==> src/rtl/jajm_pkg.sv <==
// Package for the joystick arm jog mapper: payload, configuration and control types,
// register indexes, reset values and fixed-point constants. No dependencies.
package jajm_pkg;

   localparam int CSR_ADDR_W = 5;
   localparam int CSR_DATA_W = 32;

   typedef struct packed {
      logic [63:0] axes_first;
      logic [63:0] axes_second;
      logic [15:0] button_bits;
   } req_payload_type;

   typedef struct packed {
      logic signed [15:0] base_velocity;
      logic signed [15:0] shoulder_velocity;
      logic signed [15:0] upper_velocity;
      logic signed [15:0] elbow_velocity;
      logic signed [15:0] tilt_velocity;
      logic signed [15:0] roll_velocity;
      logic               claw_request;
      logic [7:0]         claw_port;
      logic [7:0]         claw_position;
   } rsp_payload_type;

   typedef struct packed {
      logic [23:0]        axis_select;
      logic [23:0]        button_select;
      logic signed [15:0] throttle_low;
      logic signed [15:0] throttle_high;
      logic [15:0]        throttle_gain;
      logic [7:0]         claw_low;
      logic [7:0]         claw_high;
      logic [7:0]         servo_channel;
   } cfg_type;

   typedef enum logic [2:0] {
      REG_AXIS_SELECT   = 3'd0,
      REG_BUTTON_SELECT = 3'd1,
      REG_THROTTLE_LOW  = 3'd2,
      REG_THROTTLE_HIGH = 3'd3,
      REG_THROTTLE_GAIN = 3'd4,
      REG_CLAW_LOW      = 3'd5,
      REG_CLAW_HIGH     = 3'd6,
      REG_SERVO_CHANNEL = 3'd7
   } reg_index_type;

   typedef enum logic [2:0] {
      VEL_BASE     = 3'd0,
      VEL_SHOULDER = 3'd1,
      VEL_UPPER    = 3'd2,
      VEL_ELBOW    = 3'd3,
      VEL_TILT     = 3'd4,
      VEL_ROLL     = 3'd5
   } vel_index_type;

   localparam logic [2:0] VEL_COUNT = 3'd6;

   typedef struct packed {
      logic          capture;
      logic          thr_issue;
      logic          thr_finish;
      logic          vel_issue;
      vel_index_type issue_idx;
      logic          vel_finish;
      vel_index_type finish_idx;
      logic          out_load;
   } cmd_type;

   typedef struct packed {
      logic out_free;
   } status_type;

   localparam logic [23:0]        AXIS_SELECT_RESET   = 24'd7754768;
   localparam logic [23:0]        BUTTON_SELECT_RESET = 24'd12228658;
   localparam logic signed [15:0] THROTTLE_LOW_RESET  = -16'sd32767;
   localparam logic signed [15:0] THROTTLE_HIGH_RESET = 16'sd32767;
   localparam logic [15:0]        THROTTLE_GAIN_RESET = 16'd26214;
   localparam logic [7:0]         CLAW_LOW_RESET      = 8'd8;
   localparam logic [7:0]         CLAW_HIGH_RESET     = 8'd63;
   localparam logic [7:0]         SERVO_CHANNEL_RESET = 8'd12;
   localparam logic [7:0]         CLAW_POSITION_RESET = 8'd63;

   localparam logic [16:0] THR_FLOOR = 17'd13107;
   localparam logic [16:0] THR_ONE   = 17'd65536;

   localparam logic signed [17:0] COEF_SHOULDER_FWD = -18'sd25559;
   localparam logic signed [17:0] COEF_UPPER_FWD    = 18'sd30147;
   localparam logic signed [17:0] COEF_SHOULDER_BWD = 18'sd29491;
   localparam logic signed [17:0] COEF_UPPER_BWD    = -18'sd26214;
   localparam logic signed [17:0] COEF_ONE          = 18'sd32768;
   localparam logic signed [17:0] COEF_ONE_NEG      = -18'sd32768;

   localparam logic signed [15:0] DZ_ACT1     = 16'sd3276;
   localparam logic signed [15:0] DZ_ACT1_NEG = -16'sd3276;
   localparam logic signed [15:0] DZ_ELBOW     = 16'sd6553;
   localparam logic signed [15:0] DZ_ELBOW_NEG = -16'sd6553;

endpackage

==> src/rtl/jajm_stream_if.sv <==
// Valid/ready channel interface carrying one payload per beat.
// The payload type is set at instantiation; no package dependency.
interface jajm_stream_if #(
   parameter type payload_type = logic
);
   logic        valid;
   logic        ready;
   payload_type payload;

   modport source (output valid, output payload, input ready);
   modport sink (input valid, input payload, output ready);
endinterface

==> src/rtl/jajm_csr.sv <==
// APB-style configuration register file for the jog mapper.
// Depends on jajm_pkg for the register indexes, reset values and cfg_type.
module jajm_csr (
   input  logic                                clock,
   input  logic                                reset,
   input  logic                                csr_psel,
   input  logic                                csr_penable,
   input  logic                                csr_pwrite,
   input  logic [jajm_pkg::CSR_ADDR_W-1:0]     csr_paddr,
   input  logic [jajm_pkg::CSR_DATA_W-1:0]     csr_pwdata,
   output logic [jajm_pkg::CSR_DATA_W-1:0]     csr_prdata,
   output logic                                csr_pready,
   output jajm_pkg::cfg_type                   cfg
);
   import jajm_pkg::*;

   cfg_type       cfg_ff;
   cfg_type       cfg_in;
   reg_index_type index;
   logic          write_en;

   assign index      = reg_index_type'(csr_paddr[CSR_ADDR_W-1:2]);
   assign write_en   = csr_psel && csr_penable && csr_pwrite;
   assign csr_pready = 1'b1;
   assign cfg        = cfg_ff;

   always_comb begin
      cfg_in = cfg_ff;
      if (write_en) begin
         case (index)
            REG_AXIS_SELECT:   cfg_in.axis_select   = csr_pwdata[23:0];
            REG_BUTTON_SELECT: cfg_in.button_select = csr_pwdata[23:0];
            REG_THROTTLE_LOW:  cfg_in.throttle_low  = csr_pwdata[15:0];
            REG_THROTTLE_HIGH: cfg_in.throttle_high = csr_pwdata[15:0];
            REG_THROTTLE_GAIN: cfg_in.throttle_gain = csr_pwdata[15:0];
            REG_CLAW_LOW:      cfg_in.claw_low      = csr_pwdata[7:0];
            REG_CLAW_HIGH:     cfg_in.claw_high     = csr_pwdata[7:0];
            REG_SERVO_CHANNEL: cfg_in.servo_channel = csr_pwdata[7:0];
            default:           cfg_in = cfg_ff;
         endcase
      end
   end

   always_comb begin
      case (index)
         REG_AXIS_SELECT:   csr_prdata = {8'd0, cfg_ff.axis_select};
         REG_BUTTON_SELECT: csr_prdata = {8'd0, cfg_ff.button_select};
         REG_THROTTLE_LOW:  csr_prdata = {16'd0, cfg_ff.throttle_low};
         REG_THROTTLE_HIGH: csr_prdata = {16'd0, cfg_ff.throttle_high};
         REG_THROTTLE_GAIN: csr_prdata = {16'd0, cfg_ff.throttle_gain};
         REG_CLAW_LOW:      csr_prdata = {24'd0, cfg_ff.claw_low};
         REG_CLAW_HIGH:     csr_prdata = {24'd0, cfg_ff.claw_high};
         REG_SERVO_CHANNEL: csr_prdata = {24'd0, cfg_ff.servo_channel};
         default:           csr_prdata = '0;
      endcase
   end

   always_ff @(posedge clock) begin
      if (reset) begin
         cfg_ff.axis_select   <= AXIS_SELECT_RESET;
         cfg_ff.button_select <= BUTTON_SELECT_RESET;
         cfg_ff.throttle_low  <= THROTTLE_LOW_RESET;
         cfg_ff.throttle_high <= THROTTLE_HIGH_RESET;
         cfg_ff.throttle_gain <= THROTTLE_GAIN_RESET;
         cfg_ff.claw_low      <= CLAW_LOW_RESET;
         cfg_ff.claw_high     <= CLAW_HIGH_RESET;
         cfg_ff.servo_channel <= SERVO_CHANNEL_RESET;
      end else begin
         cfg_ff <= cfg_in;
      end
   end

endmodule

==> src/rtl/jajm_ctrl.sv <==
// Sequencing state machine for the jog mapper: throttle, six velocity products, result load.
// Depends on jajm_pkg for cmd_type, status_type and the velocity indexes.
module jajm_ctrl (
   input  logic                 clock,
   input  logic                 reset,
   input  logic                 req_valid,
   output logic                 req_ready,
   input  jajm_pkg::status_type status,
   output jajm_pkg::cmd_type    cmd
);
   import jajm_pkg::*;

   typedef enum logic [4:0] {
      ST_IDLE = 5'b00001,
      ST_THR  = 5'b00010,
      ST_THRF = 5'b00100,
      ST_VEL  = 5'b01000,
      ST_DONE = 5'b10000
   } state_type;

   state_type  state_ff;
   state_type  state_in;
   logic [2:0] cnt_ff;
   logic [2:0] cnt_in;

   always_comb begin
      state_in  = state_ff;
      cnt_in    = cnt_ff;
      req_ready = 1'b0;
      cmd       = '0;
      case (state_ff)
         ST_IDLE: begin
            req_ready = 1'b1;
            if (req_valid) begin
               cmd.capture = 1'b1;
               state_in    = ST_THR;
            end
         end
         ST_THR: begin
            cmd.thr_issue = 1'b1;
            state_in      = ST_THRF;
         end
         ST_THRF: begin
            cmd.thr_finish = 1'b1;
            cnt_in         = 3'd0;
            state_in       = ST_VEL;
         end
         ST_VEL: begin
            cmd.vel_issue  = (cnt_ff != VEL_COUNT);
            cmd.issue_idx  = vel_index_type'(cnt_ff);
            cmd.vel_finish = (cnt_ff != 3'd0);
            cmd.finish_idx = vel_index_type'(cnt_ff - 3'd1);
            if (cnt_ff == VEL_COUNT) begin
               state_in = ST_DONE;
            end else begin
               cnt_in = cnt_ff + 3'd1;
            end
         end
         ST_DONE: begin
            if (status.out_free) begin
               cmd.out_load = 1'b1;
               state_in     = ST_IDLE;
            end
         end
         default: begin
            state_in = ST_IDLE;
         end
      endcase
   end

   always_ff @(posedge clock) begin
      if (reset) begin
         state_ff <= ST_IDLE;
         cnt_ff   <= 3'd0;
      end else begin
         state_ff <= state_in;
         cnt_ff   <= cnt_in;
      end
   end

endmodule

==> src/rtl/jajm_dp.sv <==
// Datapath of the jog mapper: sample registers, operand selection, one shared multiplier,
// rounding and saturation, claw position state and the output register. Depends on jajm_pkg.
module jajm_dp (
   input  logic                      clock,
   input  logic                      reset,
   input  jajm_pkg::cfg_type         cfg,
   input  jajm_pkg::cmd_type         cmd,
   output jajm_pkg::status_type      status,
   input  jajm_pkg::req_payload_type req_payload,
   output logic                      rsp_valid,
   input  logic                      rsp_ready,
   output jajm_pkg::rsp_payload_type rsp_payload
);
   import jajm_pkg::*;

   function automatic logic signed [15:0] read_axis(input logic [3:0] idx,
                                                    input logic [63:0] lo4,
                                                    input logic [63:0] hi4);
      logic [63:0] word;
      word = idx[2] ? hi4 : lo4;
      if (idx[3]) begin
         return 16'sd0;
      end
      return word[idx[1:0]*16 +: 16];
   endfunction

   function automatic logic signed [17:0] ext18(input logic signed [15:0] v);
      return {{2{v[15]}}, v};
   endfunction

   logic [63:0]        a1_ff;
   logic [63:0]        a2_ff;
   logic [15:0]        bits_ff;
   logic [16:0]        thr_ff;
   logic [16:0]        thr_in;
   logic signed [35:0] prod_ff;
   logic signed [35:0] prod_in;
   logic signed [15:0] vel_ff [VEL_COUNT];
   logic signed [15:0] vel_res;
   logic [7:0]         claw_pos_ff;
   logic [7:0]         claw_pos_in;
   logic               latch_ff;
   logic               latch_in;
   logic               claw_req;
   logic               out_valid_ff;
   logic               out_valid_in;
   rsp_payload_type    out_pl_ff;

   logic signed [15:0] ax_base, ax_roll, ax_act1, ax_act2, ax_elbow, ax_thr;
   logic               b_wplus, b_wminus, b_open, b_close, b_fwd, b_bwd;
   logic signed [15:0] t_hi, t_cl;
   logic signed [16:0] diff17;
   logic signed [17:0] vel_x, mul_a, mul_b;
   logic [32:0]        thr_rnd;
   logic [18:0]        thr_sum;
   logic               p_neg;
   logic [35:0]        p_mag;
   logic [35:0]        p_rnd;
   logic [19:0]        r_mag;
   logic [19:0]        r_neg;
   logic [7:0]         claw_step;
   logic [8:0]         pos_up;
   logic [8:0]         pos_lim;

   assign ax_base  = read_axis(cfg.axis_select[3:0], a1_ff, a2_ff);
   assign ax_roll  = read_axis(cfg.axis_select[7:4], a1_ff, a2_ff);
   assign ax_act1  = read_axis(cfg.axis_select[11:8], a1_ff, a2_ff);
   assign ax_act2  = read_axis(cfg.axis_select[15:12], a1_ff, a2_ff);
   assign ax_elbow = read_axis(cfg.axis_select[19:16], a1_ff, a2_ff);
   assign ax_thr   = read_axis(cfg.axis_select[23:20], a1_ff, a2_ff);

   assign b_wplus  = bits_ff[cfg.button_select[3:0]];
   assign b_wminus = bits_ff[cfg.button_select[7:4]];
   assign b_open   = bits_ff[cfg.button_select[11:8]];
   assign b_close  = bits_ff[cfg.button_select[15:12]];
   assign b_fwd    = bits_ff[cfg.button_select[19:16]];
   assign b_bwd    = bits_ff[cfg.button_select[23:20]];

   // The throttle axis is limited to the high bound first, so a misordered pair
   // leaves the low bound in charge and the difference is never negative.
   assign t_hi   = (ax_thr > cfg.throttle_high) ? cfg.throttle_high : ax_thr;
   assign t_cl   = (t_hi < cfg.throttle_low) ? cfg.throttle_low : t_hi;
   assign diff17 = {t_cl[15], t_cl} - {cfg.throttle_low[15], cfg.throttle_low};

   always_comb begin
      case (cmd.issue_idx)
         VEL_BASE: begin
            vel_x = -ext18(ax_base);
         end
         VEL_SHOULDER: begin
            if (b_fwd) begin
               vel_x = COEF_SHOULDER_FWD;
            end else if (b_bwd) begin
               vel_x = COEF_SHOULDER_BWD;
            end else if ((ax_act1 > DZ_ACT1) || (ax_act1 < DZ_ACT1_NEG)) begin
               vel_x = -ext18(ax_act1);
            end else begin
               vel_x = 18'sd0;
            end
         end
         VEL_UPPER: begin
            if (b_fwd) begin
               vel_x = COEF_UPPER_FWD;
            end else if (b_bwd) begin
               vel_x = COEF_UPPER_BWD;
            end else begin
               vel_x = ext18(ax_act2);
            end
         end
         VEL_ELBOW: begin
            if ((ax_elbow <= DZ_ELBOW) && (ax_elbow >= DZ_ELBOW_NEG)) begin
               vel_x = 18'sd0;
            end else begin
               vel_x = ext18(ax_elbow);
            end
         end
         VEL_TILT: begin
            if (b_fwd) begin
               vel_x = COEF_ONE_NEG;
            end else if (b_bwd) begin
               vel_x = COEF_ONE;
            end else if (b_wplus && !b_wminus) begin
               vel_x = COEF_ONE;
            end else if (b_wminus && !b_wplus) begin
               vel_x = COEF_ONE_NEG;
            end else begin
               vel_x = 18'sd0;
            end
         end
         VEL_ROLL: begin
            vel_x = ext18(ax_roll);
         end
         default: begin
            vel_x = 18'sd0;
         end
      endcase
   end

   always_comb begin
      if (cmd.thr_issue) begin
         mul_a = {2'b00, diff17[15:0]};
         mul_b = {2'b00, cfg.throttle_gain};
      end else begin
         mul_a = vel_x;
         mul_b = {1'b0, thr_ff};
      end
   end

   assign prod_in = 36'(mul_a) * 36'(mul_b);

   assign thr_rnd = {1'b0, prod_ff[31:0]} + 33'd16384;
   assign thr_sum = {2'b00, THR_FLOOR} + {1'b0, thr_rnd[32:15]};

   always_comb begin
      if (cfg.axis_select[23]) begin
         thr_in = THR_ONE;
      end else if (thr_sum > {2'b00, THR_ONE}) begin
         thr_in = THR_ONE;
      end else begin
         thr_in = thr_sum[16:0];
      end
   end

   // Round half away from zero on the magnitude, then saturate.
   assign p_neg = prod_ff[35];
   assign p_mag = p_neg ? 36'(-prod_ff) : 36'(prod_ff);
   assign p_rnd = p_mag + 36'd32768;
   assign r_mag = p_rnd[35:16];
   assign r_neg = -r_mag;

   always_comb begin
      if (p_neg) begin
         vel_res = (r_mag > 20'd32768) ? -16'sd32768 : r_neg[15:0];
      end else begin
         vel_res = (r_mag > 20'd32767) ? 16'sd32767 : r_mag[15:0];
      end
   end

   assign claw_step = (cfg.claw_high >= cfg.claw_low) ?
                      8'((cfg.claw_high - cfg.claw_low) >> 1) : 8'd0;
   assign pos_up    = {1'b0, claw_pos_ff} + {1'b0, claw_step};
   assign pos_lim   = {1'b0, cfg.claw_low} + {1'b0, claw_step};

   always_comb begin
      claw_pos_in = claw_pos_ff;
      latch_in    = latch_ff;
      claw_req    = 1'b0;
      if (b_open && !latch_ff) begin
         latch_in = 1'b1;
         if (pos_up <= {1'b0, cfg.claw_high}) begin
            claw_pos_in = pos_up[7:0];
            claw_req    = 1'b1;
         end
      end else if (b_close && !latch_ff) begin
         latch_in = 1'b1;
         if ({1'b0, claw_pos_ff} >= pos_lim) begin
            claw_pos_in = claw_pos_ff - claw_step;
            claw_req    = 1'b1;
         end
      end else if (!b_open && !b_close) begin
         latch_in = 1'b0;
      end
   end

   always_comb begin
      out_valid_in = out_valid_ff;
      if (cmd.out_load) begin
         out_valid_in = 1'b1;
      end else if (rsp_ready) begin
         out_valid_in = 1'b0;
      end
   end

   assign status.out_free = !out_valid_ff || rsp_ready;
   assign rsp_valid       = out_valid_ff;
   assign rsp_payload     = out_pl_ff;

   always_ff @(posedge clock) begin
      if (cmd.capture) begin
         a1_ff   <= req_payload.axes_first;
         a2_ff   <= req_payload.axes_second;
         bits_ff <= req_payload.button_bits;
      end
      if (cmd.thr_issue || cmd.vel_issue) begin
         prod_ff <= prod_in;
      end
      if (cmd.thr_finish) begin
         thr_ff <= thr_in;
      end
      if (cmd.vel_finish) begin
         vel_ff[cmd.finish_idx] <= vel_res;
      end
      if (cmd.out_load) begin
         out_pl_ff.base_velocity     <= vel_ff[VEL_BASE];
         out_pl_ff.shoulder_velocity <= vel_ff[VEL_SHOULDER];
         out_pl_ff.upper_velocity    <= vel_ff[VEL_UPPER];
         out_pl_ff.elbow_velocity    <= vel_ff[VEL_ELBOW];
         out_pl_ff.tilt_velocity     <= vel_ff[VEL_TILT];
         out_pl_ff.roll_velocity     <= vel_ff[VEL_ROLL];
         out_pl_ff.claw_request      <= claw_req;
         out_pl_ff.claw_port         <= cfg.servo_channel;
         out_pl_ff.claw_position     <= claw_pos_in;
      end
   end

   always_ff @(posedge clock) begin
      if (reset) begin
         claw_pos_ff  <= CLAW_POSITION_RESET;
         latch_ff     <= 1'b0;
         out_valid_ff <= 1'b0;
      end else begin
         out_valid_ff <= out_valid_in;
         if (cmd.out_load) begin
            claw_pos_ff <= claw_pos_in;
            latch_ff    <= latch_in;
         end
      end
   end

endmodule

==> src/rtl/joystick_arm_jog_mapper.sv <==
// Joystick arm jog mapper, top level; instantiates jajm_csr, jajm_ctrl and jajm_dp and uses
// jajm_pkg and jajm_stream_if. Each accepted joystick beat yields one result beat with six
// saturated joint velocities and the claw servo request. A sample is accepted only in idle, and
// the block then steps through the throttle product, its rounding, the six velocity products
// streamed through the single 18x18 multiplier with rounding overlapped, and the load of the
// output register before it returns to idle. The output register holds a finished result while
// the next sample is accepted and worked on; the block stalls only when a second result is
// ready before the first has been taken.
module joystick_arm_jog_mapper (
   input  logic                            clock,
   input  logic                            reset,
   jajm_stream_if.sink                     req_chan,
   jajm_stream_if.source                   rsp_chan,
   input  logic                            csr_psel,
   input  logic                            csr_penable,
   input  logic                            csr_pwrite,
   input  logic [jajm_pkg::CSR_ADDR_W-1:0] csr_paddr,
   input  logic [jajm_pkg::CSR_DATA_W-1:0] csr_pwdata,
   output logic [jajm_pkg::CSR_DATA_W-1:0] csr_prdata,
   output logic                            csr_pready
);
   import jajm_pkg::*;

   cfg_type         cfg;
   cmd_type         cmd;
   status_type      status;
   req_payload_type req_pl;
   rsp_payload_type rsp_pl;

   assign req_pl           = req_chan.payload;
   assign rsp_chan.payload = rsp_pl;

   jajm_csr u_csr (
      .clock       (clock),
      .reset       (reset),
      .csr_psel    (csr_psel),
      .csr_penable (csr_penable),
      .csr_pwrite  (csr_pwrite),
      .csr_paddr   (csr_paddr),
      .csr_pwdata  (csr_pwdata),
      .csr_prdata  (csr_prdata),
      .csr_pready  (csr_pready),
      .cfg         (cfg)
   );

   jajm_ctrl u_ctrl (
      .clock     (clock),
      .reset     (reset),
      .req_valid (req_chan.valid),
      .req_ready (req_chan.ready),
      .status    (status),
      .cmd       (cmd)
   );

   jajm_dp u_dp (
      .clock       (clock),
      .reset       (reset),
      .cfg         (cfg),
      .cmd         (cmd),
      .status      (status),
      .req_payload (req_pl),
      .rsp_valid   (rsp_chan.valid),
      .rsp_ready   (rsp_chan.ready),
      .rsp_payload (rsp_pl)
   );

`ifndef SYNTH
   a_load_when_free: assert property (@(posedge clock) disable iff (reset)
      cmd.out_load |-> (!rsp_chan.valid || rsp_chan.ready))
      else $error("Result loaded over a beat that was not taken.");

   a_no_early_load: assert property (@(posedge clock) disable iff (reset)
      (req_chan.valid && req_chan.ready) |=> (!cmd.out_load && !req_chan.ready))
      else $error("Result loaded or new beat taken right after an accepted beat.");

   a_load_shows: assert property (@(posedge clock) disable iff (reset)
      cmd.out_load |=> rsp_chan.valid)
      else $error("Loaded result is not presented.");

   a_one_command: assert property (@(posedge clock) disable iff (reset)
      $onehot0({cmd.capture, cmd.thr_issue, cmd.vel_issue, cmd.out_load}))
      else $error("Conflicting datapath commands in one cycle.");
`endif

endmodule
==> src/flat_wrapper.sv <==
// flat-port wrapper written by rule: the top's interface ports become plain ports
module joystick_arm_jog_mapper_flat import jajm_pkg::*;
  (clock, reset, csr_psel, csr_penable, csr_pwrite, csr_paddr, csr_pwdata, csr_prdata, csr_pready, req_chan_valid, req_chan_payload, req_chan_ready, rsp_chan_valid, rsp_chan_payload, rsp_chan_ready);
  jajm_stream_if req_chan_i ();
  jajm_stream_if rsp_chan_i ();
  input  logic clock;
  input  logic reset;
  input  logic csr_psel;
  input  logic csr_penable;
  input  logic csr_pwrite;
  input  logic [jajm_pkg::CSR_ADDR_W-1:0] csr_paddr;
  input  logic [jajm_pkg::CSR_DATA_W-1:0] csr_pwdata;
  output logic [jajm_pkg::CSR_DATA_W-1:0] csr_prdata;
  output logic csr_pready;
  input wire logic [$bits(req_chan_i.valid)-1:0] req_chan_valid;
  input wire logic [$bits(req_chan_i.payload)-1:0] req_chan_payload;
  output wire logic [$bits(req_chan_i.ready)-1:0] req_chan_ready;
  output wire logic [$bits(rsp_chan_i.valid)-1:0] rsp_chan_valid;
  output wire logic [$bits(rsp_chan_i.payload)-1:0] rsp_chan_payload;
  input wire logic [$bits(rsp_chan_i.ready)-1:0] rsp_chan_ready;
  assign req_chan_i.valid = req_chan_valid;
  assign req_chan_i.payload = req_chan_payload;
  assign req_chan_ready = req_chan_i.ready;
  assign rsp_chan_valid = rsp_chan_i.valid;
  assign rsp_chan_payload = rsp_chan_i.payload;
  assign rsp_chan_i.ready = rsp_chan_ready;
  joystick_arm_jog_mapper u_core (.clock(clock), .reset(reset), .req_chan(req_chan_i), .rsp_chan(rsp_chan_i), .csr_psel(csr_psel), .csr_penable(csr_penable), .csr_pwrite(csr_pwrite), .csr_paddr(csr_paddr), .csr_pwdata(csr_pwdata), .csr_prdata(csr_prdata), .csr_pready(csr_pready));
endmodule
==> config.mk <==
export PLATFORM = sky130hd
export DESIGN_NAME = joystick_arm_jog_mapper_flat
export DESIGN_NICKNAME = d
export VERILOG_FILES = /design/src/rtl/jajm_pkg.sv /design/src/rtl/jajm_stream_if.sv /design/src/rtl/jajm_csr.sv /design/src/rtl/jajm_ctrl.sv /design/src/rtl/jajm_dp.sv /design/src/rtl/joystick_arm_jog_mapper.sv /design/src/flat_wrapper.sv
export SDC_FILE = /design/constraint.sdc
export NUM_CORES = 1
export LEC_CHECK = 0
export ABC_CLOCK_PERIOD_IN_PS = 5300
export BUFFER_PORTS_ARGS = -buffer_cell sky130_fd_sc_hd__buf_2
export CORE_UTILIZATION = 40
export CTS_CLUSTER_DIAMETER = 50
export DETAILED_ROUTE_END_ITERATION = 8
export PLACE_DENSITY = 0.62
export SLEW_MARGIN = 40
export SYNTH_ARGS = -nofsm -noshare
export SYNTH_HDL_FRONTEND = slang
export SYNTH_SLANG_ARGS = --single-unit
export TNS_END_PERCENT = 100
==> constraint.sdc <==
create_clock -name clock -period 5.3 [get_ports clock]
set_clock_uncertainty 0.05 [all_clocks]
set_input_delay 1.06 -clock clock [delete_from_list [all_inputs] [get_ports clock]]
set_output_delay 1.06 -clock clock [all_outputs]
set_load 0.01 [all_outputs]
* After elaboration in Yosys (flattened, before gate mapping)
Index checks and enable logic that the tools add are counted.
** Storage, ports and cells
- Flip-flop bits (word level) :: 140
- Bits in latches :: 0
- Bits in writable memories :: 0
- Bits in read-only memories :: 0
- Output and inout port bits :: 36
- Memories :: 0
** Cells by class
- Add/subtract/negate cells :: 5
- $mul :: 0
- Div/mod/pow operators :: 0
- Magnitude comparators :: 5
- Eq/ne operators :: 17
- Shift-type cells :: 0
- Mux-type cells :: 26
- Bitwise operators :: 0
- Reductions and logical operators :: 25
** Operators with widths (number)
- $pmux 32 s8 :: 1
- $mux 8 :: 4
- $pmux 5 s5 :: 1
- $reduce_and 2->1 :: 10
- $add 8x7->9 :: 2
- $eq 3x3->1 const B :: 5
- $mux 5 :: 3
- $mux 1 :: 12
- $lt 4x5->1 const B :: 2
- $ge 8x9->1 :: 1
- $le 9x8->1 :: 1
- $bmux 1 s4 :: 2
- $ge 8x8->1 :: 1
- $sub 8x7->8 :: 1
- $sub 8x8->8 :: 1
- $mux 7 :: 1
- $eq 3x2->1 const B :: 2
- $ne 2x2->1 const B :: 3
- $pmux 3 s2 :: 1
- $eq 5x1->1 const B :: 1
- $eq 5x2->1 const B :: 1
- $eq 5x3->1 const B :: 1
- $eq 5x4->1 const B :: 1
- $eq 5x5->1 const B :: 1
- other kinds (11) :: 19

* Logic depth before layout (Yosys ltp)
- Depth in word-level cells :: 7
- Gate-level depth with buffers :: 24
- Depth with buffers taken out :: 24

* Cells and area by module
A second synthesis with hierarchy kept.
** Unflattened totals
- Cell total of the unflattened synthesis :: 4354
- Area total of the unflattened synthesis :: 45775.2 µm²
** By module, submodules not included
- jajm_dp :: instances 1, cells each 3582, area an instance 39680.6 µm²
- jajm_csr :: instances 1, cells each 704, area an instance 5505.3 µm²
- jajm_ctrl :: instances 1, cells each 67, area an instance 585.6 µm²
- joystick_arm_jog_mapper :: instances 1, cells each 1, area an instance 3.8 µm²

* Least setup slack after synthesis
OpenSTA, ideal clock, no wires.
- Path kind :: register to register
- Start :: register u_core.u_csr.cfg_ff, in the netlist u_core.u_csr.cfg[8]
- End :: register u_core.u_dp.claw_pos_ff[5]
- Setup time :: 0.122 ns
- Arrival :: 4.875 ns
- Required time :: 5.128 ns
- Slack :: 0.254 ns
- Cell stages (with the launch flop) :: 24
- Path buffers :: 2
- Clock period less this slack :: 5.046 ns
- Path through :: dfxtp_1 > inv_1 > ha_1 > fa_1 > nor2b_1 > o21ai_1 > a21boi_0 > o21a_1 > o31a_1 > clkbuf_1 > nand2_1 > ha_1 > buf_6 > nand2b_4 > a221oi_4 > nor2_1 > o311ai_1 > ha_1 > a2111oi_2 > o21ai_1 > o221ai_2 > nand3_2 > a21o_1 > a221o_1
** On the way
- Word-level cells in the longest chain between the ends :: 7
** Ends and longest elaborated chain
- start, declared :: RTL line jajm_csr.sv:17 : cfg_type cfg_ff;
- start signal, assigned :: RTL line jajm_csr.sv:69 : cfg_ff <= cfg_in;
- $sub 8x8->8 / $ge 8x8->1 (equally long branches) :: RTL line jajm_dp.sv:180, jajm_dp.sv:179
- $mux 7 :: RTL line jajm_dp.sv:179 : assign claw_step = (cfg.claw_high >= cfg.claw_low) ?
- $add 8x7->9 :: RTL line jajm_dp.sv:182 : assign pos_lim = {1'b0, cfg.claw_low} + {1'b0, claw_step};
- $ge 8x9->1 :: RTL line jajm_dp.sv:196 : if ({1'b0, claw_pos_ff} >= pos_lim) begin
- $mux 8 :: RTL line jajm_dp.sv:196
- $mux 8 :: RTL line jajm_dp.sv:194 : end else if (b_close && !latch_ff) begin
- $mux 8 * :: RTL line jajm_dp.sv:188 : if (b_open && !latch_ff) begin
- end signal, assigned :: RTL line jajm_dp.sv:254 : claw_pos_ff <= claw_pos_in;
- end, declared :: RTL line jajm_dp.sv:40 : logic [7:0] claw_pos_ff;
Every way passes the cells marked *; elsewhere a longest branch is shown, timed or not.
A chain may end at the register's enable or synchronous reset.

* Worst setup path after layout
Same ends and word-level chain as after synthesis.

==> results.json <==
{
  "status": "complete, no violations",
  "crit_fanout": 5,
  "fin_crit_sh_pct": 95.55,
  "layout-drive-gt1-share_pct": 17.73,
  "synth-simple-area-share_pct": 22.31,
  "drc": 0,
  "cap_violations": 0,
  "synth_area_leaders": "dfxtp_1, nand2_1, ha_1",
  "clk_latency_ns": 0.43,
  "synth_top_family_by_area": "simple AND/OR/NAND/NOR gates",
  "dr.pass1.iters": 5,
  "rows": 51,
  "fmax_mhz": 197.5,
  "post-route-min-period_ns": 5.064,
  "area_growth_pct": 16.63,
  "final_cell_mix": "nand2_1, dfxtp_1, a21oi_1, buf_2, nor2_1",
  "fin_util_pct": 47.67,
  "critPathMaxStageDelay_ns": 0.41,
  "cts_made_buffers": 17,
  "synthDistinctLibCells": 74,
  "layout_commonest_cell": "nand2_1",
  "ys.warnings.count": 0,
  "grt_pass1_wl_microns": 34880,
  "htree_levels": 4,
  "core_sq_um": 19530,
  "numPortBuffers": 61,
  "via_per_inst": 5.358,
  "ys.flop_type": "dfxtp_1",
  "synth.area.mux_share_pct": 9.390,
  "holdBufCountCts": 0,
  "synthArstFlopShare_pct": 0,
  "cts_tree": "built",
  "start_util_pct": 40.88,
  "crit_chain": "inv_1 -> ha_4 -> fa_2 -> nor2b_2 -> o21ai_2 -> a21boi_2 -> o21a_1 -> o31a_1 -> nor2b_4 -> ha_4 -> fa_2 -> nand2b_4 -> a221oi_4 -> nor2_1 -> o311ai_1 -> buf_4 -> ha_1 -> a2111oi_2 -> o21ai_1 -> o221ai_2 -> nand3_2 -> a21o_4 -> a221o_1",
  "clockRootBuffer": "clkbuf_16",
  "n_antenna_cell": 0,
  "critPathCaptureType": "flop",
  "grt_max_degree": 83,
  "die_h_microns": 143.3,
  "design_area_sq_um": 9309,
  "peakVddDrop_mv": 0.2295,
  "synth_compound_area_share_pct": 16.23,
  "nets": 1132,
  "p_leak_nw": 3.796,
  "clk_transition_reported_paths_ns": 0.06,
  "ys_ff_latch": 140,
  "hold_viol_final": 0,
  "fin_cells": 1314,
  "netlist.area_leader.share_pct": 34.61,
  "track_usage_pct": 22.29,
  "holdCritPathClass": "flop to flop",
  "ant_nets": 0,
  "dieArea_sq_um": 20520,
  "cts.path.max_buffers": 2,
  "routed_wl_microns": 22070,
  "die_x_microns": 143.3,
  "slew_headroom_pct": 50.53,
  "hpwl_microns": 15110,
  "dp_cells": 1279,
  "setup_viol": 0,
  "wire_per_inst_microns": 16.80,
  "finalMaxSlewViolations": 0,
  "yosys.area.top_type": "dfxtp_1",
  "vias": 7041,
  "syn-instance-count": 975,
  "postSynthAreaPerCell_sq_um": 8.186,
  "cp.arrival_ns": 5.33,
  "syn_area_sq_um": 7981,
  "dpl-instance-area_sq_um": 8618,
  "cp.required_ns": 5.57,
  "grt-ovfl-total": 0,
  "critPathSlowestCell": "fa_2",
  "drt_iter0_drc": 484,
  "power_density_nw_per_um2": 284.2,
  "tightestPinTransition_ns": 0.7421,
  "place.gp.congestion": 0.9148,
  "synthAdderAreaFrac_pct": 8.371,
  "synth_edf_count": 2,
  "synthXorXnorAreaFrac_pct": 1.975,
  "synth_seq_area_share_pct": 35.37,
  "pin_count": 81,
  "cts.sinks": 140,
  "startpoint_type": "flop",
  "first_global_vias": 6481,
  "antenna_found_initial": 0,
  "critPathKind": "flop to flop"
}
synth_stat cells (4+ instances only):
| cell type | number |
|---|---|
| mux2i_1 | 49 |
| buf_1 | 5 |
| nand2_1 | 213 |
| nand4_1 | 6 |
| fa_1 | 4 |
| buf_2 | 12 |
| o32ai_1 | 4 |
| a22o_1 | 5 |
| a221oi_1 | 5 |
| dfxtp_1 | 138 |
| nand3_1 | 36 |
| nor3_1 | 8 |
| o21ai_0 | 28 |
| nand2b_1 | 8 |
| a21o_1 | 9 |
| a221o_1 | 4 |
| nor2_1 | 56 |
| or2_2 | 4 |
| nor2b_1 | 15 |
| nor3_2 | 4 |
| o211ai_1 | 11 |
| o21a_1 | 6 |
| and2_1 | 7 |
| or3_1 | 8 |
| mux2_2 | 4 |
| a21oi_1 | 85 |
| xor2_1 | 8 |
| xnor2_1 | 10 |
| buf_4 | 9 |
| a31oi_1 | 4 |
| mux4_2 | 9 |
| clkbuf_1 | 38 |
| o31a_1 | 7 |
| inv_1 | 41 |
| ha_1 | 47 |
| and3_1 | 6 |
power breakdown:
group | leakage [nW] | switching (mW) | internal (mW) | total (mW)
registers | 1.13 | 0.00677 | 1.06 | 1.07
clock network | 0.297 | 0.509 | 0.728 | 1.24
logic | 2.36 | 0.198 | 0.140 | 0.338
total | 3.80 | 0.713 | 1.93 | 2.65
area by class of cell:
| class | count | area (sq um) |
|---|---|---|
| repair buffers | 103 | 625.6 |
| inverters | 43 | 161.4 |
| clock buffers | 19 | 452.9 |
| fillers | 1969 | 10220 |
| clock inverters | 13 | 150.1 |
| multi-input cells | 731 | 4765 |
| well taps | 265 | 331.6 |
| flip-flops and latches | 140 | 2823 |
per-layer routing:
layer	routed length, microns	GRT usage (%)	vias up
met5	0	0	-
met4	210	6.103	0
met3	1078	3.286	22
met2	10070	35.20	174
met1	10710	31.47	3372
li1	-	-	3473
per-stage QoR:
stage               setup TNS [ns]  power [mW]  setup slack [ns]  hold slack (ns)
finish                           0       2.646            0.2358           0.3986
global route               -0.1666       2.747          -0.05002           0.4261
CTS                              0       2.660           0.04273           0.4019
detailed placement         -0.1136       1.423          -0.03281           0.3926
global placement           -0.1516       1.421          -0.03957           0.3882
floorplan                        0       1.318            0.2535           0.3818
cell families after synthesis:
group,count (synthesis)
compound gates,198
xor+xnor,18
buf+inv,111
other cells,2
flops,140
simple gates,392
fa+ha+maj,51
mux,63
final timing paths:
check,depth (start not counted),slack (ns),to,start
max,23,0.24,u_core.u_dp.claw_pos_ff[5],u_core.u_csr.cfg[8]
min,2,0.40,u_core.u_csr.cfg[97],u_core.u_csr.cfg[97]
max reg2reg,23,0.24,u_core.u_dp.claw_pos_ff[5],u_core.u_csr.cfg[8]
min reg2reg,2,0.40,u_core.u_csr.cfg[97],u_core.u_csr.cfg[97]
critical path, delay by kind of cell (launching register included):
family	cells	cell delay (ns)
buffers and inverters	2	0.25
DFF	1	0.33
and+or+nand+nor	5	0.64
adders and majority gates	5	1.26
AOI/OAI and AO/OA	11	2.42
sequential cells by signal (all words and copies together), names as in the netlist:
signal / cells
u_core.u_ctrl.cnt_ff: 3
u_core.u_dp.bits_ff: 1
u_core.u_ctrl.state_ff: 5
u_core.u_dp.rsp_payload: 1
u_core.u_dp.rsp_valid: 1
u_core.u_dp.latch_ff: 1
u_core.u_csr.cfg: 120
u_core.u_dp.claw_pos_ff: 8
what timing repair did:
item                                    4_1_cts  5_1_grt
pin swaps                                     1        9
buffers inserted                              0        2
endpoints found under the setup margin        6        9
resized for setup                             3       15
endpoints found under the hold margin         0        0
gates cloned                                  0        1
Note: power is estimated with default switching activity, not from simulation.
